File: src/hw/rtl/brop_pkg.sv
// Shared types and constants for the BOOTP reply option parser.
// Used by the byte parser, the record queue and the top level.
package brop_pkg;

  localparam int KIND_W  = 4;
  localparam int VALUE_W = 32;
  localparam int QDEPTH  = 4;

  typedef enum logic [KIND_W-1:0] {
    KIND_YOUR_IP   = 4'd0,
    KIND_SERVER    = 4'd1,
    KIND_RELAY     = 4'd2,
    KIND_MASK      = 4'd3,
    KIND_TIME_OFFS = 4'd4,
    KIND_ROUTER    = 4'd5,
    KIND_TIME_SRV  = 4'd6,
    KIND_DNS       = 4'd7,
    KIND_LOG       = 4'd8,
    KIND_LPR       = 4'd9,
    KIND_SWAP      = 4'd10,
    KIND_BOOT_SIZE = 4'd11,
    KIND_HOST_CHAR = 4'd12,
    KIND_DOM_CHAR  = 4'd13,
    KIND_FILE_CHAR = 4'd14,
    KIND_END       = 4'd15
  } rec_kind_t;

  typedef struct packed {
    rec_kind_t          kind;
    logic [VALUE_W-1:0] value;
    logic               done;
  } brop_rec_t;

  typedef struct packed {
    brop_rec_t  rec0;
    brop_rec_t  rec1;
    logic [1:0] count;
  } brop_push_t;

  localparam logic [7:0] COOKIE [4] = '{8'h63, 8'h82, 8'h53, 8'h63};

  localparam logic [7:0] BOOTREPLY  = 8'd2;
  localparam logic [7:0] TAG_PAD    = 8'd0;
  localparam logic [7:0] TAG_MASK   = 8'd1;
  localparam logic [7:0] TAG_TOFFS  = 8'd2;
  localparam logic [7:0] TAG_ROUTER = 8'd3;
  localparam logic [7:0] TAG_TSRV   = 8'd4;
  localparam logic [7:0] TAG_DNS    = 8'd6;
  localparam logic [7:0] TAG_LOG    = 8'd7;
  localparam logic [7:0] TAG_LPR    = 8'd9;
  localparam logic [7:0] TAG_HOST   = 8'd12;
  localparam logic [7:0] TAG_BSIZE  = 8'd13;
  localparam logic [7:0] TAG_DOMAIN = 8'd15;
  localparam logic [7:0] TAG_SWAP   = 8'd16;
  localparam logic [7:0] TAG_END    = 8'd255;

endpackage

File: src/hw/rtl/brop_parse.sv
// Byte parser of the BOOTP reply: header checks, address and file name
// fields, and the vendor option walk. Depends on brop_pkg.
module brop_parse #(
  parameter int MAX_MESSAGE_BYTES = 2048,
  parameter int NAME_LIMIT        = 63
) (
  input  logic                clk,
  input  logic                rst_n,
  input  logic                acc,
  input  logic [7:0]          msg_byte,
  input  logic                msg_last,
  input  logic [31:0]         xid,
  output brop_pkg::brop_push_t push
);
  import brop_pkg::*;

  localparam int OFF_W = $clog2(MAX_MESSAGE_BYTES + 1);
  localparam logic [OFF_W-1:0] OFF_MAX = OFF_W'(MAX_MESSAGE_BYTES);
  localparam logic [7:0] NAME_MAX = 8'(NAME_LIMIT);

  localparam logic [1:0] ST_OK    = 2'd0;
  localparam logic [1:0] ST_OP    = 2'd1;
  localparam logic [1:0] ST_XID   = 2'd2;
  localparam logic [1:0] ST_SHORT = 2'd3;

  typedef enum logic [1:0] {PH_TAG, PH_LEN, PH_DATA, PH_DONE} phase_t;

  logic [OFF_W-1:0] off_r, off_nxt;
  logic [1:0]       status_r, status_nxt;
  logic [31:0]      shift_r, shift_nxt;
  phase_t           phase_r, phase_nxt;
  logic [7:0]       tag_r, tag_nxt;
  logic [7:0]       rem_r, rem_nxt;
  logic [7:0]       len_r, len_nxt;
  logic             cookie_r, cookie_nxt;
  logic             stop_r, stop_nxt;
  logic [7:0]       cnt_r, cnt_nxt;

  logic [31:0]      sh_new;
  logic [7:0]       idx;
  logic [7:0]       rem_dec;
  logic [7:0]       want;
  logic             list_vld;
  rec_kind_t        list_kind;
  logic             data_vld;
  brop_rec_t        data_rec;
  brop_rec_t        end_rec;
  logic [1:0]       st_fin;

  assign sh_new  = {shift_r[23:0], msg_byte};
  assign idx     = len_r - rem_r;
  assign rem_dec = rem_r - 8'd1;

  always_comb begin
    unique case (off_r[1:0])
      2'd0: want = xid[31:24];
      2'd1: want = xid[23:16];
      2'd2: want = xid[15:8];
      default: want = xid[7:0];
    endcase
  end

  always_comb begin
    list_vld  = 1'b1;
    list_kind = KIND_ROUTER;
    unique case (tag_r)
      TAG_TOFFS:  list_kind = KIND_TIME_OFFS;
      TAG_ROUTER: list_kind = KIND_ROUTER;
      TAG_TSRV:   list_kind = KIND_TIME_SRV;
      TAG_DNS:    list_kind = KIND_DNS;
      TAG_LOG:    list_kind = KIND_LOG;
      TAG_LPR:    list_kind = KIND_LPR;
      TAG_SWAP:   list_kind = KIND_SWAP;
      default:    list_vld  = 1'b0;
    endcase
  end

  always_comb begin
    off_nxt    = off_r;
    status_nxt = status_r;
    shift_nxt  = shift_r;
    phase_nxt  = phase_r;
    tag_nxt    = tag_r;
    rem_nxt    = rem_r;
    len_nxt    = len_r;
    cookie_nxt = cookie_r;
    stop_nxt   = stop_r;
    cnt_nxt    = cnt_r;
    data_vld   = 1'b0;
    data_rec   = '{kind: KIND_YOUR_IP, value: sh_new, done: 1'b0};

    if (off_r < OFF_MAX) begin
      off_nxt = off_r + OFF_W'(1);
      if (off_r == OFF_W'(0)) begin
        if (msg_byte != BOOTREPLY) status_nxt = ST_OP;
      end else if (off_r >= OFF_W'(4) && off_r <= OFF_W'(7)) begin
        if (status_r == ST_OK && msg_byte != want) status_nxt = ST_XID;
      end else if (status_r == ST_OK && off_r >= OFF_W'(8)) begin
        if (off_r >= OFF_W'(16) && off_r <= OFF_W'(27)) begin
          shift_nxt = sh_new;
          if (off_r == OFF_W'(19)) begin
            data_vld = 1'b1;
          end else if (off_r == OFF_W'(23)) begin
            data_vld      = 1'b1;
            data_rec.kind = KIND_SERVER;
          end else if (off_r == OFF_W'(27)) begin
            data_vld      = 1'b1;
            data_rec.kind = KIND_RELAY;
          end
        end else if (off_r >= OFF_W'(108) && off_r <= OFF_W'(235)) begin
          if (!stop_r) begin
            if (msg_byte == 8'd0) begin
              stop_nxt = 1'b1;
            end else begin
              data_vld = 1'b1;
              data_rec = '{kind: KIND_FILE_CHAR, value: 32'(msg_byte), done: 1'b0};
            end
          end
        end else if (off_r >= OFF_W'(236) && off_r <= OFF_W'(239)) begin
          if (off_r[1:0] == 2'd0) cookie_nxt = (msg_byte == COOKIE[0]);
          else cookie_nxt = cookie_r & (msg_byte == COOKIE[off_r[1:0]]);
        end else if (off_r >= OFF_W'(240) && cookie_r) begin
          unique case (phase_r)
            PH_TAG: begin
              if (msg_byte == TAG_END) begin
                phase_nxt = PH_DONE;
              end else if (msg_byte != TAG_PAD) begin
                tag_nxt   = msg_byte;
                phase_nxt = PH_LEN;
              end
            end
            PH_LEN: begin
              len_nxt   = msg_byte;
              rem_nxt   = msg_byte;
              shift_nxt = '0;
              cnt_nxt   = '0;
              stop_nxt  = 1'b0;
              phase_nxt = (msg_byte == 8'd0) ? PH_TAG : PH_DATA;
            end
            PH_DATA: begin
              shift_nxt = sh_new;
              if (tag_r == TAG_HOST || tag_r == TAG_DOMAIN) begin
                if (msg_byte == 8'd0) begin
                  stop_nxt = 1'b1;
                end else if (!stop_r && cnt_r < NAME_MAX) begin
                  data_vld = 1'b1;
                  data_rec = '{kind: (tag_r == TAG_HOST) ? KIND_HOST_CHAR : KIND_DOM_CHAR,
                               value: 32'(msg_byte), done: 1'b0};
                  cnt_nxt  = cnt_r + 8'd1;
                end
              end else if (tag_r == TAG_MASK) begin
                if (len_r == 8'd4 && idx == 8'd3) begin
                  data_vld      = 1'b1;
                  data_rec.kind = KIND_MASK;
                end
              end else if (tag_r == TAG_BSIZE) begin
                if (len_r == 8'd2 && idx == 8'd1) begin
                  data_vld = 1'b1;
                  data_rec = '{kind: KIND_BOOT_SIZE, value: {7'd0, sh_new[15:0], 9'd0},
                               done: 1'b0};
                end
              end else if (list_vld && len_r >= 8'd4 && idx == 8'd3) begin
                data_vld      = 1'b1;
                data_rec.kind = list_kind;
              end
              rem_nxt = rem_dec;
              if (rem_dec == 8'd0) phase_nxt = PH_TAG;
            end
            default: ;
          endcase
        end
      end
    end
  end

  assign st_fin  = (status_nxt == ST_OK && off_nxt < OFF_W'(8)) ? ST_SHORT : status_nxt;
  assign end_rec = '{kind: KIND_END, value: {29'd0, cookie_nxt, st_fin}, done: 1'b1};

  always_comb begin
    push = '{rec0: end_rec, rec1: end_rec, count: 2'd0};
    if (acc) begin
      if (data_vld) begin
        push.rec0  = data_rec;
        push.count = msg_last ? 2'd2 : 2'd1;
      end else if (msg_last) begin
        push.count = 2'd1;
      end
    end
  end

  always_ff @(posedge clk) begin
    if (!rst_n || (acc && msg_last)) begin
      off_r    <= '0;
      status_r <= ST_OK;
      shift_r  <= '0;
      phase_r  <= PH_TAG;
      tag_r    <= '0;
      rem_r    <= '0;
      len_r    <= '0;
      cookie_r <= 1'b0;
      stop_r   <= 1'b0;
      cnt_r    <= '0;
    end else if (acc) begin
      off_r    <= off_nxt;
      status_r <= status_nxt;
      shift_r  <= shift_nxt;
      phase_r  <= phase_nxt;
      tag_r    <= tag_nxt;
      rem_r    <= rem_nxt;
      len_r    <= len_nxt;
      cookie_r <= cookie_nxt;
      stop_r   <= stop_nxt;
      cnt_r    <= cnt_nxt;
    end
  end

  a_last_clears: assert property (@(posedge clk) disable iff (!rst_n)
    acc && msg_last |=> off_r == '0 && status_r == ST_OK)
    else $error("Message state was not cleared after the last byte.");

  a_reject_silent: assert property (@(posedge clk) disable iff (!rst_n)
    acc && status_r != ST_OK |-> !data_vld)
    else $error("A rejected message produced a data record.");

  a_done_silent: assert property (@(posedge clk) disable iff (!rst_n)
    acc && phase_r == PH_DONE && off_r >= OFF_W'(240) |-> !data_vld)
    else $error("An option record followed the end option.");

endmodule

File: src/hw/rtl/brop_rec_fifo.sv
// Four-entry record queue that takes up to two records and gives one per cycle while pop is high.
// Depends on brop_pkg.
module brop_rec_fifo (
  input  logic                 clk,
  input  logic                 rst_n,
  input  brop_pkg::brop_push_t push,
  input  logic                 pop,
  output brop_pkg::brop_rec_t  head,
  output logic                 head_vld,
  output logic                 room2
);
  import brop_pkg::*;

  localparam int PTR_W = $clog2(QDEPTH);

  brop_rec_t        mem_r [QDEPTH];
  logic [PTR_W-1:0] wr_r, rd_r;
  logic [PTR_W:0]   cnt_r, cnt_nxt;

  assign head     = mem_r[rd_r];
  assign head_vld = (cnt_r != '0);
  assign room2    = (cnt_r <= (PTR_W + 1)'(QDEPTH - 2));
  assign cnt_nxt  = cnt_r + (PTR_W + 1)'(push.count) - (PTR_W + 1)'(pop && head_vld);

  always_ff @(posedge clk) begin
    if (push.count != 2'd0) mem_r[wr_r] <= push.rec0;
    if (push.count == 2'd2) mem_r[wr_r + PTR_W'(1)] <= push.rec1;
  end

  always_ff @(posedge clk) begin
    if (!rst_n) begin
      wr_r  <= '0;
      rd_r  <= '0;
      cnt_r <= '0;
    end else begin
      wr_r  <= wr_r + PTR_W'(push.count);
      if (pop && head_vld) rd_r <= rd_r + PTR_W'(1);
      cnt_r <= cnt_nxt;
    end
  end

endmodule

File: src/hw/rtl/bootp_reply_option_parser.sv
// A record is written into the queue when its byte is accepted and is offered on
// out_tvalid at the queue head. Throughput: one byte per cycle; a byte gives at most
// two records, which leave one per cycle while out_tready is high, through a
// four-entry queue that holds in_tready low when it has fewer than two free entries.
// Reset (rst_n low at a clock edge) clears the message state, the queue and the
// expected transaction id.
module bootp_reply_option_parser #(
  parameter int MAX_MESSAGE_BYTES = 2048,
  parameter int NAME_LIMIT        = 63
) (
  input  logic                          clk,
  input  logic                          rst_n,
  input  logic                          cfg_wr_en,
  input  logic [31:0]                   cfg_wr_data,  // expected_transaction_id
  input  logic                          in_tvalid,
  output logic                          in_tready,
  input  logic [7:0]                    in_tdata,     // message_byte
  input  logic                          in_tlast,     // final_byte
  output logic                          out_tvalid,
  input  logic                          out_tready,
  output logic [brop_pkg::VALUE_W-1:0]  out_tdata,    // record_value
  output logic [brop_pkg::KIND_W-1:0]   out_tuser,    // record_kind
  output logic                          out_tlast     // message_done
);
  import brop_pkg::*;

  logic        xid_r;
  logic [31:0] xid_val_r;
  logic        in_acc;
  brop_push_t  push;
  brop_rec_t   head;
  logic        room2;

  always_ff @(posedge clk) begin
    if (!rst_n) begin
      xid_val_r <= '0;
      xid_r     <= 1'b0;
    end else if (cfg_wr_en) begin
      xid_val_r <= cfg_wr_data;
      xid_r     <= 1'b1;
    end
  end

  assign in_tready = room2;
  assign in_acc    = in_tvalid && in_tready;

  brop_parse #(
    .MAX_MESSAGE_BYTES(MAX_MESSAGE_BYTES),
    .NAME_LIMIT       (NAME_LIMIT)
  ) u_parse (
    .clk     (clk),
    .rst_n   (rst_n),
    .acc     (in_acc),
    .msg_byte(in_tdata),
    .msg_last(in_tlast),
    .xid     (xid_val_r),
    .push    (push)
  );

  brop_rec_fifo u_fifo (
    .clk     (clk),
    .rst_n   (rst_n),
    .push    (push),
    .pop     (out_tready),
    .head    (head),
    .head_vld(out_tvalid),
    .room2   (room2)
  );

  assign out_tdata = head.value;
  assign out_tuser = head.kind;
  assign out_tlast = head.done;

  a_last_is_end: assert property (@(posedge clk) disable iff (!rst_n)
    out_tvalid && out_tlast |-> out_tuser == KIND_END)
    else $error("A record marked last is not an end record.");

  a_end_is_last: assert property (@(posedge clk) disable iff (!rst_n)
    out_tvalid && out_tuser == KIND_END |-> out_tlast)
    else $error("An end record is not marked last.");

  a_stall_has_data: assert property (@(posedge clk) disable iff (!rst_n)
    !in_tready |-> out_tvalid)
    else $error("Input stalled while no record was waiting.");

  a_cfg_seen: assert property (@(posedge clk) disable iff (!rst_n)
    cfg_wr_en |=> xid_r && xid_val_r == $past(cfg_wr_data))
    else $error("Transaction id write was lost.");

endmodule

File: config.mk
export PLATFORM = sky130hd
export DESIGN_NAME = bootp_reply_option_parser
export DESIGN_NICKNAME = d
export VERILOG_FILES = /design/src/hw/rtl/brop_pkg.sv /design/src/hw/rtl/brop_parse.sv /design/src/hw/rtl/brop_rec_fifo.sv /design/src/hw/rtl/bootp_reply_option_parser.sv
export SDC_FILE = /design/constraint.sdc
export NUM_CORES = 1
export LEC_CHECK = 0
export ABC_AREA = 1
export BUFFER_PORTS_ARGS = -buffer_cell sky130_fd_sc_hd__buf_2
export CELL_PAD_IN_SITES_DETAIL_PLACEMENT = 1
export CELL_PAD_IN_SITES_GLOBAL_PLACEMENT = 1
export CORE_AREA = 2 2 183 185
export CTS_CLUSTER_DIAMETER = 30
export DETAILED_ROUTE_END_ITERATION = 8
export DIE_AREA = 0 0 185 187
export HOLD_SLACK_MARGIN = 0.06
export PLACE_DENSITY_LB_ADDON = 0.1
export SYNTH_ARGS = -nofsm -noshare
export SYNTH_HDL_FRONTEND = slang
export SYNTH_SLANG_ARGS = --single-unit
File: constraint.sdc
create_clock -name clk -period 3.97 [get_ports clk]
set_input_delay 0.1985 -clock clk [delete_from_list [all_inputs] [get_ports clk]]
set_output_delay 0.1985 -clock clk [all_outputs]
set_load 0.03 [all_outputs]
; ---- Word-level counts from Yosys, hierarchy flattened
; Memories as Yosys holds them, arrays and structs flattened. A register that Yosys moved wholly into a read port is not among the register bits.
; Index checks and enable logic that the tools add are counted.
; Widths: inputs -> output; s select.
[word_totals]
word_cells = 234
memories = 1
reg_bits = 113
inputBits = 46
mem_bits_rw = 148
[op_classes]
order_cmp = 16
n_eq_ne = 38
add_sub_neg = 9
muxes = 104
bitwise = 8
n_reduce_logical = 44
[mem_list]
columns = name, words, word_bits, rd, rd_ports_with_merged_regs, wr, line
row1 = u_fifo.mem_r, 4, 37, 1, 1, 2, brop_rec_fifo.sv:16  ; brop_rec_t mem_r [QDEPTH];
[ops]
columns = cell, n
row1 = $mux 37, 16
row2 = $mux 33, 3
row3 = $mux 24, 4
row4 = $pmux 24 s2, 1
row5 = $mux 1, 44
row6 = $mux 8, 5
row7 = $eq 12x5->1 const B, 3
row8 = $mux 2, 17
row9 = $eq 8x2->1 const B, 4
row10 = $eq 8x3->1 const B, 4
row11 = $eq 8x4->1 const B, 4
row12 = $pmux 8 s2, 2
row13 = $ge 12x8->1 const B, 2
row14 = $le 12x8->1 const B, 2
row15 = $mux 4, 6
row16 = $pmux 4 s6, 1
row17 = $pmux 8 s3, 1
row18 = $reduce_and 12->1, 2
row19 = $reduce_and 10->1, 2
row20 = $bmux 8 s2, 1
row21 = $eq 8x1->1 const B, 2
row22 = $logic_and 1x1->1, 16
row23 = $logic_not 8->1, 2
row24 = $reduce_and 13->1, 1
row25 = 47 further kinds, 74

; ---- Logic depth before layout (Yosys ltp)
; Gate-level depths: netlist of run 1.
[depth]
depth_word = 23
mapped_depth = 31
mapped_depth_nobuf = 31

; ---- Modules after synthesis
; Synthesis of run 1 repeated with hierarchy kept, for this count alone.
[hier_totals]
cells_unflattened = 1939
area_unflattened_um2 = 15195.8
[modules_own_cells]
columns = mod, n_inst, area_each_um2, seq_area_each_um2, cells_per_inst
row1 = brop_rec_fifo, 1, 7811.2, 4624.4, 791
row2 = brop_parse, 1, 6042.0, 1481.4, 944
row3 = bootp_reply_option_parser, 1, 1342.5, 640.6, 204

; ---- Worst setup path after synthesis of run 1
; Ideal clock, no wire load.
[synth_path]
kind = register to register
startpoint = register u_parse.len_r[0]
endpoint = register u_fifo.cnt_r[2]
slack_ps = 208
n_path_buf = 0
stages_incl_launch_ff = 25
arrival_time_ps = 3650
required_time_ps = 3858
cell_sequence = dfxtp_1 -> inv_1 -> ha_1 -> fa_1 -> xnor2_1 -> or2_4 -> nor3_4 -> nand4_1 -> nand2_1 -> nand3_1 -> nand2_1 -> nand2_2 -> a21boi_0 -> ha_1 -> inv_1 -> nor2_1 -> inv_1 -> ha_1 -> inv_1 -> ha_1 -> inv_1 -> fa_1 -> xor2_1 -> inv_1 -> nor2_1
[synth_via]
elab_chain_len = 20
word_cells_on_any_way = 29
[synth_rtl]
columns = item, line
row1 = "start, declared", brop_parse.sv:34  ; logic [7:0] len_r, len_nxt;
row2 = "start signal, assigned", brop_parse.sv:210  ; len_r <= len_nxt;
row3 = $sub 8x8->8 / $ge 8x3->1 (equally long branches), "brop_parse.sv:51, brop_parse.sv:162"
row4 = "$eq 8x2->1, or another cell as far along", "brop_parse.sv:152, brop_parse.sv:162"
row5 = "$logic_and 1x1->1, on equally long branches", "brop_parse.sv:162, brop_parse.sv:157"
row6 = "$mux 1, on equally long branches", "brop_parse.sv:162, brop_parse.sv:157"
row7 = $mux 1, brop_parse.sv:156  ; end else if (tag_r == TAG_BSIZE) begin
row8 = $mux 1 *, brop_parse.sv:151  ; end else if (tag_r == TAG_MASK) begin
row9 = $mux 1 *, brop_parse.sv:142  ; if (tag_r == TAG_HOST || tag_r == TAG_DOMAIN) begin
row10 = $mux 1 *, brop_parse.sv:123  ; unique case (phase_r)
row11 = (+4 left out), --
row12 = $mux 1 *, brop_parse.sv:98  ; end else if (status_r == ST_OK && off_r >= OFF_W'(8)) begin
row13 = $mux 1 *, brop_parse.sv:96  ; end else if (off_r >= OFF_W'(4) && off_r <= OFF_W'(7)) begin
row14 = $mux 1 *, brop_parse.sv:94  ; if (off_r == OFF_W'(0)) begin
row15 = $mux 1 *, brop_parse.sv:92  ; if (off_r < OFF_MAX) begin
row16 = $mux 2 *, brop_parse.sv:182  ; if (data_vld) begin
row17 = $mux 2 *, brop_parse.sv:181  ; if (acc) begin
row18 = $add 3x2->3 *, brop_rec_fifo.sv:23  ; assign cnt_nxt = cnt_r + (PTR_W + 1)'(push.count) - (PTR_W + 1)'(pop && head_vld);
row19 = $sub 3x1->3 *, brop_rec_fifo.sv:23
row20 = "end signal, assigned", brop_rec_fifo.sv:38  ; cnt_r <= cnt_nxt;
row21 = "end, declared", brop_rec_fifo.sv:18  ; logic [PTR_W:0] cnt_r, cnt_nxt;
; Every way passes the cells marked *; elsewhere a longest branch is shown, timed or not.
; A chain may end at the register's enable or synchronous reset.

==> results.sh, run 1 <==
export IMPL_run_status="finished clean"
export IMPL_remaining_drc_errors=0
export IMPL_seq_area_frac_synth=0.418
export IMPL_clockRootBuffer="sky130_fd_sc_hd__clkbuf_16"
export IMPL_placeable_core_area_um2=32900
export IMPL_route_antenna_remaining_nets=0
export IMPL_critical_path_buf_inv_count=6
export IMPL_p_per_area_nw_per_um2=688
export IMPL_timing_max_transition_violations_final=0
export IMPL_period_needed_ps=3880
export IMPL_critical_path_reg2reg_startpoint="u_parse.rem_r[0]"
export IMPL_ys_warn_count=0
export IMPL_highest_count_cells_in_the_layout_ignoring_fill_and_taps="sky130_fd_sc_hd__nand2_1 (462), sky130_fd_sc_hd__dfxtp_1 (249), sky130_fd_sc_hd__o21ai_0 (227)"
export IMPL_mostFrequentLayoutCell="sky130_fd_sc_hd__nand2_1"
export IMPL_tritoncts_clock_tree="done"
export IMPL_synthCells=1861
export IMPL_syn_mean_instance_area_um2=6.93
export IMPL_synth_top_flop_cell="sky130_fd_sc_hd__dfxtp_1"
export IMPL_cap_viol_max_count=0
export IMPL_timing_final_crit_share=0.977
export IMPL_clkSinkCount=263
export IMPL_crit_end="u_fifo.mem_r[0][8]"
export IMPL_syn_nets=1933
export IMPL_critical_path_cell_count=24
export IMPL_pin_count=85
export IMPL_power_static_leakage_nw=7.71
export IMPL_slew_headroom=0.339
export IMPL_timing_critical_path_arrival_ps=4370
export IMPL_share_of_flip_flops_with_an_asynchronous_set_or_reset_after_synthesis=0
export IMPL_finClkSkew_ps=32.1
export IMPL_crit_path_cells="ha_4 -> fa_2 -> xnor2_1 -> or2_4 -> nor3_4 -> nand4_1 -> nand2_1 -> nand3_2 -> nand2_2 -> nand2_2 -> a21boi_2 -> ha_4 -> inv_2 -> nor2_4 -> buf_4 -> nor2_1 -> buf_4 -> nor3_2 -> buf_4 -> nor2_4 -> buf_4 -> clkbuf_16 -> nand2_1 -> o21ai_0"
export IMPL_proportion_of_layout_cells_with_a_drive_suffix_above_1=0.186
export IMPL_setup_reg_to_reg_worst_slack_ps=90
export IMPL_critPathMaxStageDelay_ps=380
export IMPL_detail_route_vias_per_cell=5.26
export IMPL_cts_buffers_inserted=72
export IMPL_buffer_ports_inserted=84
export IMPL_number_of_global_route_vias_before_repair=13730
export IMPL_antennaDiodeCount=0
export IMPL_post_drt_wl_per_cell_um=18.5
export IMPL_cts_htree_levels=3
export IMPL_floorplan_initialDensity=0.392
export IMPL_finalSetupViolCount=0
export IMPL_crit_start="u_parse.rem_r[0]"
export IMPL_detailedRoute_firstPassIterationCount=5
export IMPL_die_area_um2=34600
export IMPL_worstMarginPinSlew_ps=990
export IMPL_startpoint_type="register"
export IMPL_critical_path_top_cell_by_count="sky130_fd_sc_hd__buf_4"
export IMPL_grt_first_pass_wirelength_um=73600
export IMPL_cts_clk_slew_worst_paths_ps=40
export IMPL_route_vias_total=13468
export IMPL_row_count=67
export IMPL_die_height_um=187
export IMPL_criticalPathCategory="reg2reg"
export IMPL_clkLatencyLatePin_ps=580
export IMPL_drt_initial_drc_count=724
export IMPL_timing_critical_path_required_ps=4460
export IMPL_dieWidth_um=185
export IMPL_layout_cell_area_non_filler_um2=17400
export IMPL_critical_path_peak_fanout=7
export IMPL_grt_antenna_before_repair=0
export IMPL_fin_nets=2125
export IMPL_grt_max_degree=75
export IMPL_grt_setup_unrepaired="true"
export IMPL_r2r_end="u_fifo.mem_r[0][8]"
export IMPL_post_synth_num_cell_types=44
export IMPL_route_final_wire_length_um=47200
export IMPL_worst_ir_drop_vdd_v=0.000517
export IMPL_finalWeightedCongestion=0.857
export IMPL_areaGrowthSynthToFinish_pct=35.1
export IMPL_postSynthRegisterBits=263
export IMPL_timing_critical_path_slowest_stage_cell="sky130_fd_sc_hd__fa_2"
export IMPL_timing_hold_worst_class="in2reg"
export IMPL_grt_overflow_total=0
export IMPL_ff2ff_path_depth=24
export IMPL_worst_case_clock_buffer_depth=3
export IMPL_postLayoutCoreUtil=0.530
export IMPL_grtUsageTotal=0.267
export IMPL_max_clock_freq_mhz=258
export IMPL_final_hold_viol_count=0
export IMPL_crit_family="simple AND/OR/NAND/NOR gates"
export IMPL_worst_setup_path_end_kind="register"
export IMPL_post_dp_cell_area_um2=14200
export IMPL_synth_edff_count=12
export IMPL_synthesis_area_um2=12900
export IMPL_hpwlAfterDp_um=30000
[stage by stage]
stage               setup slack, ps  setup TNS (ps)  power (mW)  hold WS (ps)  cells
floorplan                       208               0        4.85           333   1861
detailed placement             -164           -4680        5.78           434   2377
global route                   -117           -5900        12.5           100   2559
finish                         90.2               0        12.0          95.0   2559
global placement              -6.98           -6.98        5.72           422   2377
CTS                            21.1               0        11.8          75.1   2543
[cell usage after synthesis (2+ instances only)]
cell type                  count  area (um^2)
sky130_fd_sc_hd__nand2_1     468         1760
sky130_fd_sc_hd__dfxtp_1     251         5020
sky130_fd_sc_hd__nor2_1      229          860
sky130_fd_sc_hd__o21ai_0     228         1140
sky130_fd_sc_hd__inv_1       169          634
sky130_fd_sc_hd__a21oi_1     102          510
sky130_fd_sc_hd__clkbuf_1     78          293
sky130_fd_sc_hd__nand3_1      65          325
sky130_fd_sc_hd__o22ai_1      49          307
sky130_fd_sc_hd__nand4_1      34          213
sky130_fd_sc_hd__nor3_1       27          135
sky130_fd_sc_hd__ha_1         24          300
sky130_fd_sc_hd__xor2_1       23          201
sky130_fd_sc_hd__a211oi_1     19          143
sky130_fd_sc_hd__edfxtp_1     12          360
sky130_fd_sc_hd__nor2_2       11         68.8
sky130_fd_sc_hd__nor2_4        9          101
sky130_fd_sc_hd__buf_2         6         30.0
sky130_fd_sc_hd__a22oi_2       5         62.6
sky130_fd_sc_hd__inv_2         5         18.8
sky130_fd_sc_hd__o211ai_1      5         37.5
sky130_fd_sc_hd__nand2_2       4         25.0
sky130_fd_sc_hd__a22oi_1       3         22.5
sky130_fd_sc_hd__buf_1         3         11.3
sky130_fd_sc_hd__buf_6         3         33.8
sky130_fd_sc_hd__nor4_1        3         18.8
sky130_fd_sc_hd__a21oi_2       2         17.5
sky130_fd_sc_hd__a311oi_1      2         17.5
sky130_fd_sc_hd__a31oi_1       2         12.5
sky130_fd_sc_hd__fa_1          2         40.0
sky130_fd_sc_hd__nor3_4        2         32.5
sky130_fd_sc_hd__o21a_1        2         15.0
sky130_fd_sc_hd__o21ai_1       2         10.0
sky130_fd_sc_hd__xnor2_1       2         17.5
[what timing repair did]
| item | 4_1_cts | 5_1_grt |
|---|---|---|
| cloned | 0 | 3 |
| endpoints found under the setup margin | 96 | 154 |
| hold buffers | 34 | 0 |
| setup buffers | 0 | 13 |
| resized for setup | 7 | 56 |
| pin swaps | 1 | 20 |
| hold endpoints to repair | 35 | 0 |
[worst register-to-register path, cell delays in order (launching register included)]
cell and delay (ps):
sky130_fd_sc_hd__dfxtp_1 330, sky130_fd_sc_hd__ha_4 170, sky130_fd_sc_hd__fa_2 380, sky130_fd_sc_hd__xnor2_1 140
sky130_fd_sc_hd__or2_4 260, sky130_fd_sc_hd__nor3_4 210, sky130_fd_sc_hd__nand4_1 160, sky130_fd_sc_hd__nand2_1 140
sky130_fd_sc_hd__nand3_2 100, sky130_fd_sc_hd__nand2_2 70, sky130_fd_sc_hd__nand2_2 60, sky130_fd_sc_hd__a21boi_2 200
sky130_fd_sc_hd__ha_4 230, sky130_fd_sc_hd__inv_2 60, sky130_fd_sc_hd__nor2_4 40, sky130_fd_sc_hd__buf_4 160
sky130_fd_sc_hd__nor2_1 90, sky130_fd_sc_hd__buf_4 170, sky130_fd_sc_hd__nor3_2 50, sky130_fd_sc_hd__buf_4 180
sky130_fd_sc_hd__nor2_4 130, sky130_fd_sc_hd__buf_4 190, sky130_fd_sc_hd__clkbuf_16 170, sky130_fd_sc_hd__nand2_1 50
sky130_fd_sc_hd__o21ai_0 50
[cell type report]
type,count,area [um^2]
repair buffers,209,1590
flip-flops and latches,263,5390
inverters,174,667
well taps,448,561
clock inverters,38,507
clock buffers,94,2000
fillers,4135,15400
multi-input cells,1333,6700
[worst min path at each step]
stage                    startpoint          endpoint  slack (ps)  cells after the start
global placement    cfg_wr_data[29]     xid_val_r[29]         420                      3
finish                  in_tdata[7]  u_parse.tag_r[7]          90                      4
global route            in_tdata[7]  u_parse.tag_r[7]         100                      4
floorplan            cfg_wr_data[3]      xid_val_r[3]         330                      2
detailed placement  cfg_wr_data[31]     xid_val_r[31]         430                      3
CTS                     in_tdata[3]  u_parse.tag_r[3]          80                      3
[cell families after synthesis]
kind of cell | share of synthesized area
fa+ha+maj | 0.0264
flops | 0.418
buf+inv | 0.0798
compound gates | 0.181
simple gates | 0.278
xor+xnor | 0.0170
[registers in the layout, indices dropped and copies added (netlist names), 3 cells and up, named ones only]
register / cells
u_parse.shift_r: 24
u_parse.rem_r: 8
u_fifo.mem_r: 148
u_parse.off_r: 12
u_parse.tag_r: 8
xid_val_r: 32
u_parse.len_r: 8
u_fifo.cnt_r: 3
u_parse.cnt_r: 8
[report_power, final]
group / switching, mW / internal (mW) / total (mW) / leakage (nW)
clock: 1.82 / 4.09 / 5.92 / 1.23
sequential: 0.149 / 2.91 / 3.06 / 2.17
combinational: 2.10 / 0.906 / 3.00 / 4.32
total: 4.07 / 7.91 / 12.0 / 7.71
[routing by layer]
layer | vias to the layer above | wire, um | track usage
met1 | 6515 | 20800 | 0.337
met4 | 0 | 1540 | 0.102
met5 | - | 0 | 0
met3 | 95 | 1810 | 0.0450
met2 | 306 | 23100 | 0.455
li1 | 6552 | - | -
Note: power is estimated with default switching activity, not from simulation.
==> run 2: changes to the inputs <==
--- a/config.mk
+++ b/config.mk
@@ -14,7 +14,7 @@
 export DETAILED_ROUTE_END_ITERATION = 8
 export DIE_AREA = 0 0 185 187
 export HOLD_SLACK_MARGIN = 0.06
-export PLACE_DENSITY_LB_ADDON = 0.1
+export PLACE_DENSITY_LB_ADDON = 0.12
 export SYNTH_ARGS = -nofsm -noshare
 export SYNTH_HDL_FRONTEND = slang
 export SYNTH_SLANG_ARGS = --single-unit
==> run 2 against run 1 <==
Sequential power is essentially flat. Power shrank 5.2%. Die area is the same. Sequential cell count is the same. Count of clock-buffer cells in the layout shrank 1. Worst setup slack gained 64 ps. Critical path type unchanged. Largest power group unchanged.
==> results.sh, run 2 (synthesis gave the netlist of run 1 again) <==
export IMPL_run_status="finished clean"
export IMPL_grt_antenna_before_repair=1
export IMPL_route_vias_total=13234
export IMPL_floorplan_initialDensity=0.392
export IMPL_timing_hold_worst_class="in2reg"
export IMPL_critical_path_peak_fanout=3
export IMPL_sequentialPowerShare=0.269
export IMPL_p_comb_frac=0.247
export IMPL_worst_ir_drop_vdd_v=0.000337
export IMPL_register_area_um2=5390
export IMPL_tritoncts_clock_tree="done"
export IMPL_detail_route_vias_per_cell=5.21
export IMPL_remaining_drc_errors=0
export IMPL_layout_top_registers="u_fifo.mem_r: 148 flops, xid_val_r: 32 flops, u_parse.shift_r: 24 flops"
export IMPL_areaGrowthSynthToFinish_pct=31.6
export IMPL_grt_max_degree=75
export IMPL_antennaDiodeCount=0
export IMPL_timing_max_transition_violations_final=0
export IMPL_finalSetupViolCount=0
export IMPL_timing_critical_path_required_ps=4420
export IMPL_number_of_global_route_vias_before_repair=14000
export IMPL_dieWidth_um=185
export IMPL_timing_critical_path_slowest_stage_cell="sky130_fd_sc_hd__fa_2"
export IMPL_buffer_ports_inserted=84
export IMPL_drt_initial_drc_count=785
export IMPL_max_clock_freq_mhz=262
export IMPL_largest_register_ff_count=148
export IMPL_power_static_leakage_nw=7.53
export IMPL_fillCellCount=4177
export IMPL_cts_clk_slew_worst_paths_ps=40
export IMPL_critPathMaxStageDelay_ps=370
export IMPL_multi_input_comb_area_um2=6620
export IMPL_switching_power_mw=3.82
export IMPL_route_final_wire_length_um=46800
export IMPL_cap_viol_max_count=0
export IMPL_cts_buffers_inserted=67
export IMPL_timing_critical_path_arrival_ps=4260
export IMPL_clkLatencyLatePin_ps=570
export IMPL_p_per_area_nw_per_um2=669
export IMPL_total_power_mw=11.4
export IMPL_startpoint_type="register"
export IMPL_grt_setup_unrepaired="true"
export IMPL_grt_overflow_total=0
export IMPL_hpwlAfterDp_um=29700
export IMPL_fin_nets=2109
export IMPL_criticalPathCategory="reg2reg"
export IMPL_grtUsageTotal=0.275
export IMPL_detailedRoute_firstPassIterationCount=5
export IMPL_proportion_of_layout_cells_with_a_drive_suffix_above_1=0.171
export IMPL_worstMarginPinSlew_ps=961
export IMPL_final_hold_viol_count=0
export IMPL_highest_count_cells_in_the_layout_ignoring_fill_and_taps="sky130_fd_sc_hd__nand2_1 (462), sky130_fd_sc_hd__dfxtp_1 (249), sky130_fd_sc_hd__o21ai_0 (228)"
export IMPL_mostFrequentLayoutCell="sky130_fd_sc_hd__nand2_1"
export IMPL_placeable_core_area_um2=32900
export IMPL_pwr_share_clk=0.484
export IMPL_row_count=67
export IMPL_die_height_um=187
export IMPL_finalWeightedCongestion=0.842
export IMPL_finClkSkew_ps=25.9
export IMPL_final_critical_path_setup_slack_ps=154
export IMPL_route_antenna_remaining_nets=0
export IMPL_grt_first_pass_wirelength_um=75300
export IMPL_period_needed_ps=3820
export IMPL_largest_register="u_fifo.mem_r"
export IMPL_slew_headroom=0.360
export IMPL_swShare=0.337
export IMPL_clockRootBuffer="sky130_fd_sc_hd__clkbuf_16"
export IMPL_internal_power_mw=7.53
export IMPL_timing_final_crit_share=0.961
export IMPL_die_area_um2=34600
export IMPL_worst_setup_path_end_kind="register"
export IMPL_worst_case_clock_buffer_depth=3
export IMPL_detailedPlace_worstSlack_ps=-235
export IMPL_post_drt_wl_per_cell_um=18.4
export IMPL_cts_htree_levels=3
export IMPL_pin_count=85
export IMPL_clkSinkCount=263
-- run 2: changes by cell type in the layout (fill, tap and decap cells not counted), sizes merged --
| cell | before | now |
|---|---|---|
| buf | 173 | 164 |
| clkinvlp | 8 | 2 |
| clkbuf | 96 | 93 |
| clkinv | 20 | 17 |
| bufinv | 8 | 7 |
| inv | 176 | 177 |
-- run 2: cell type report --
type | count | area share
multi-input combinational | 1333 | 0.390
clock inverter | 29 | 0.0212
timing repair buffer | 198 | 0.0856
tap | 448 | 0.0330
sequential | 263 | 0.318
inverter | 174 | 0.0385
clock buffer | 93 | 0.114
-- run 2: layer usage --
metal  vias to the layer above  part of all wire  global-route usage  routed length, um
met2                       250              0.49               0.468              22800
met4                         2             0.031               0.103               1440
met5                         -           0.00028                   0                 13
li1                       6498                 -                   -                  -
met1                      6391              0.44               0.344              20700
met3                        93             0.039              0.0510               1840
-- run 2: worst paths after layout --
path | cells past startpoint | startpoint | to | slack, ps
min | 3 | in_tdata[3] | u_parse.shift_r[3] | 100
min reg2reg | 2 | u_parse.cnt_r[6] | u_parse.cnt_r[6] | 440
max reg2reg | 30 | u_parse.len_r[0] | u_fifo.cnt_r[2] | 150
max | 30 | u_parse.len_r[0] | u_fifo.cnt_r[2] | 150
-- run 2: what timing repair did --
action                                 CTS  global route
gates resized for setup                 11            25
setup buffers                            1             4
endpoints found under the hold margin   35             0
pin swaps                                2            10
hold buffers                            34             0
setup endpoints to repair               72           156
-- run 2: critical path: cells and delay by family (launching register included) --
kind,cells,cell delay [ps]
buffers and inverters,8,460
adder cells (fa/ha/maj),6,1470
AND/OR/NAND/NOR,14,1130
XOR/XNOR,1,170
flip-flops,1,300
AO/OA/AOI/OAI,1,140
-- run 2: stage by stage --
step | hold slack (ps) | utilization | cells | cell area (um^2) | setup TNS, ps
4_1_cts | 74.5 | 0.513 | 2534 | 16800 | 0
2_1_floorplan | 333 | - | 1861 | 12900 | 0
5_1_grt | 85.6 | 0.516 | 2538 | 17000 | -653
3_5_place_dp | 429 | 0.432 | 2377 | 14200 | -3060
3_3_place_gp | 422 | 0.432 | 2377 | 14200 | -91.8
6_report | 96.9 | 0.516 | 2538 | 17000 | 0
-- run 2: power by group through the flow --
| stage | Clock [mW] | Combinational, mW | Sequential [mW] |
|---|---|---|---|
| 5_1_grt | 5.73 | 3.08 | 3.08 |
| 6_report | 5.50 | 2.80 | 3.05 |
| 4_1_cts | 5.57 | 2.79 | 3.04 |
| 3_3_place_gp | 0 | 2.64 | 3.08 |
| 2_1_floorplan | 0 | 1.80 | 3.05 |
| 3_5_place_dp | 0 | 2.70 | 3.08 |
==> run 3: changes to the inputs <==
--- a/config.mk
+++ b/config.mk
@@ -7,12 +7,10 @@
 export LEC_CHECK = 0
 export ABC_AREA = 1
 export BUFFER_PORTS_ARGS = -buffer_cell sky130_fd_sc_hd__buf_2
-export CELL_PAD_IN_SITES_DETAIL_PLACEMENT = 1
-export CELL_PAD_IN_SITES_GLOBAL_PLACEMENT = 1
-export CORE_AREA = 2 2 183 185
+export CORE_AREA = 2 2 157 159
 export CTS_CLUSTER_DIAMETER = 30
 export DETAILED_ROUTE_END_ITERATION = 8
-export DIE_AREA = 0 0 185 187
+export DIE_AREA = 0 0 159 161
 export HOLD_SLACK_MARGIN = 0.06
 export PLACE_DENSITY_LB_ADDON = 0.12
 export SYNTH_ARGS = -nofsm -noshare
==> run 3 against run 2 <==
Register-to-register slack improved by 70 ps. Count of clock-buffer cells in the layout is 23 lower. Wire length shrank 16%. Core utilization increased by 17 points. Combinational power down 4%. Worst setup slack better by 68 ps. Via count is 0.97% lower. Design area is 3.3% lower. Power decreased by 5.4%. Hold slack worse by 8.0 ps. Largest power group unchanged.
==> results.sh, run 3 (synthesis gave the netlist of run 1 again) <==
export IMPL_die_area_um2=25600
export IMPL_grt_max_degree=75
export IMPL_floorplan_initialDensity=0.538
export IMPL_timing_critical_path_slowest_stage_cell="sky130_fd_sc_hd__fa_2"
export IMPL_critical_path_top_cell_by_count="sky130_fd_sc_hd__inv_2"
export IMPL_mostFrequentLayoutCell="sky130_fd_sc_hd__nand2_1"
export IMPL_remaining_drc_errors=0
export IMPL_register_area_um2=5390
export IMPL_dieWidth_um=159
export IMPL_fillCellCount=2072
export IMPL_drt_initial_drc_count=1163
export IMPL_cts_htree_levels=2
export IMPL_highest_count_cells_in_the_layout_ignoring_fill_and_taps="sky130_fd_sc_hd__nand2_1 (465), sky130_fd_sc_hd__dfxtp_1 (248), sky130_fd_sc_hd__o21ai_0 (228)"
export IMPL_crit_path_cells="inv_2 -> ha_4 -> fa_2 -> xnor2_1 -> or2_4 -> nor3_4 -> nand4_1 -> nand2_1 -> nand3_2 -> nand2_1 -> nand2_2 -> a21boi_2 -> ha_1 -> inv_2 -> nor2_4 -> inv_2 -> ha_4 -> inv_2 -> ha_4 -> inv_2 -> fa_2 -> xor2_1 -> inv_1 -> nor2_1"
export IMPL_crit_family="adder cells"
export IMPL_ff2ff_path_depth=24
export IMPL_detailedPlace_worstSlack_ps=-51.8
export IMPL_route_vias_total=13105
export IMPL_holdCritStartpoint="in_tdata[3]"
export IMPL_clkLatencyLatePin_ps=560
export IMPL_worst_setup_path_end_kind="register"
export IMPL_setup_reg_to_reg_worst_slack_ps=220
export IMPL_critPathMaxStageDelay_ps=380
export IMPL_max_clock_freq_mhz=267
export IMPL_crit_end="u_fifo.cnt_r[2]"
export IMPL_timing_critical_path_arrival_ps=4240
export IMPL_route_antenna_remaining_nets=0
export IMPL_finalSetupViolCount=0
export IMPL_proportion_of_layout_cells_with_a_drive_suffix_above_1=0.157
export IMPL_antennaDiodeCount=0
export IMPL_detail_route_vias_per_cell=5.51
export IMPL_buffer_ports_inserted=84
export IMPL_power_static_leakage_nw=7.26
export IMPL_run_status="finished clean"
export IMPL_slew_headroom=0.281
export IMPL_grt_first_pass_wirelength_um=62700
export IMPL_worst_case_clock_buffer_depth=3
export IMPL_clkSinkCount=263
export IMPL_startpoint_type="register"
export IMPL_cap_viol_max_count=0
export IMPL_finalWeightedCongestion=0.910
export IMPL_hold_path_depth=3
export IMPL_timing_max_transition_violations_final=0
export IMPL_hpwlAfterDp_um=25000
export IMPL_clockRootBuffer="sky130_fd_sc_hd__clkbuf_16"
export IMPL_worst_ir_drop_vdd_v=0.000496
export IMPL_final_hold_viol_count=0
export IMPL_grt_antenna_before_repair=0
export IMPL_p_per_area_nw_per_um2=655
export IMPL_period_needed_ps=3750
export IMPL_critical_path_peak_fanout=3
export IMPL_timing_final_crit_share=0.944
export IMPL_critical_path_buf_inv_count=6
export IMPL_timing_hold_worst_class="in2reg"
export IMPL_cts_clk_slew_worst_paths_ps=50
export IMPL_areaGrowthSynthToFinish_pct=27.2
export IMPL_layout_top_registers="u_fifo.mem_r: 148 flops, xid_val_r: 32 flops, u_parse.shift_r: 24 flops"
export IMPL_critical_path_cell_count=24
export IMPL_post_route_worst_hold_slack_ps=88.9
export IMPL_die_height_um=161
export IMPL_finClkSkew_ps=29.2
export IMPL_grt_setup_unrepaired="true"
export IMPL_tritoncts_clock_tree="done"
export IMPL_multi_input_comb_area_um2=6680
export IMPL_largest_register="u_fifo.mem_r"
export IMPL_number_of_global_route_vias_before_repair=12511
export IMPL_criticalPathCategory="reg2reg"
export IMPL_row_count=57
export IMPL_cts_buffers_inserted=57
export IMPL_largest_register_ff_count=148
export IMPL_worstMarginPinSlew_ps=1080
export IMPL_detailedRoute_firstPassIterationCount=6
export IMPL_pin_count=85
export IMPL_route_final_wire_length_um=39300
export IMPL_final_critical_path_setup_slack_ps=222
export IMPL_placeable_core_area_um2=24000
export IMPL_timing_critical_path_required_ps=4460
export IMPL_grt_overflow_total=0
export IMPL_critical_path_reg2reg_startpoint="u_parse.len_r[0]"
export IMPL_postLayoutCoreUtil=0.685
export IMPL_grtUsageTotal=0.297
export IMPL_fin_nets=2077
export IMPL_r2r_end="u_fifo.cnt_r[2]"
export IMPL_crit_start="u_parse.len_r[0]"
export IMPL_post_drt_wl_per_cell_um=16.5
## run 3: cell types whose count changed in the layout (fill, tap and decap cells not counted), sizes merged
cell and delta:
inv -2, clkinv +2, clkinvlp +4, dlygate4sd3 +1, buf -23, clkbuf -23, bufinv +4
## run 3: power by group
part | internal (mW) | total [mW] | switching (mW)
Sequential | 2.91 | 3.04 | 0.137
Clock | 3.47 | 5.01 | 1.54
Combinational | 0.769 | 2.69 | 1.92
## run 3: worst min-delay path by stage
stage,end
floorplan,xid_val_r[3]
global placement,xid_val_r[24]
detailed placement,xid_val_r[31]
CTS,u_parse.shift_r[3]
global route,u_parse.shift_r[3]
finish,u_parse.shift_r[3]
## run 3: repair_timing
action | CTS | global route
endpoints found under the setup margin | 1 | 162
hold endpoints to repair | 38 | 0
pin swaps | 0 | 13
resized for setup | 2 | 40
hold buffers | 35 | 0
buffers inserted | 0 | 3
## run 3: layout make-up
type,count,area share
Clock buffer,70,0.0944
Inverter,174,0.0400
Clock inverter,37,0.0311
Timing Repair Buffer,176,0.0743
Multi-Input combinational cell,1333,0.407
Sequential cell,263,0.329
Tap cell,324,0.0247
## run 3: through the flow
step | area [um^2] | power, mW | TNS, ps | cells
after floorplan | 12900 | 4.85 | 0 | 1861
after CTS | 16200 | 10.7 | 0 | 2374
after detailed placement | 13800 | 5.64 | -52.4 | 2232
after global routing | 16400 | 11.2 | -1530 | 2377
after global placement | 13800 | 5.61 | 0 | 2232
final | 16400 | 10.7 | 0 | 2377
## run 3: per-layer routing
layer | up-vias | routed length, um | GRT usage
met4 | 0 | 1020 | 0.106
li1 | 6416 | - | -
met1 | 6072 | 16600 | 0.374
met2 | 532 | 18900 | 0.518
met5 | - | 0 | 0
met3 | 85 | 2750 | 0.0470
## run 3: tightest hold or removal path: cells and delay by family
kind / cells / cell delay [ps]
AOI/OAI and AO/OA: 2 / 210
buffers and inverters: 1 / 180
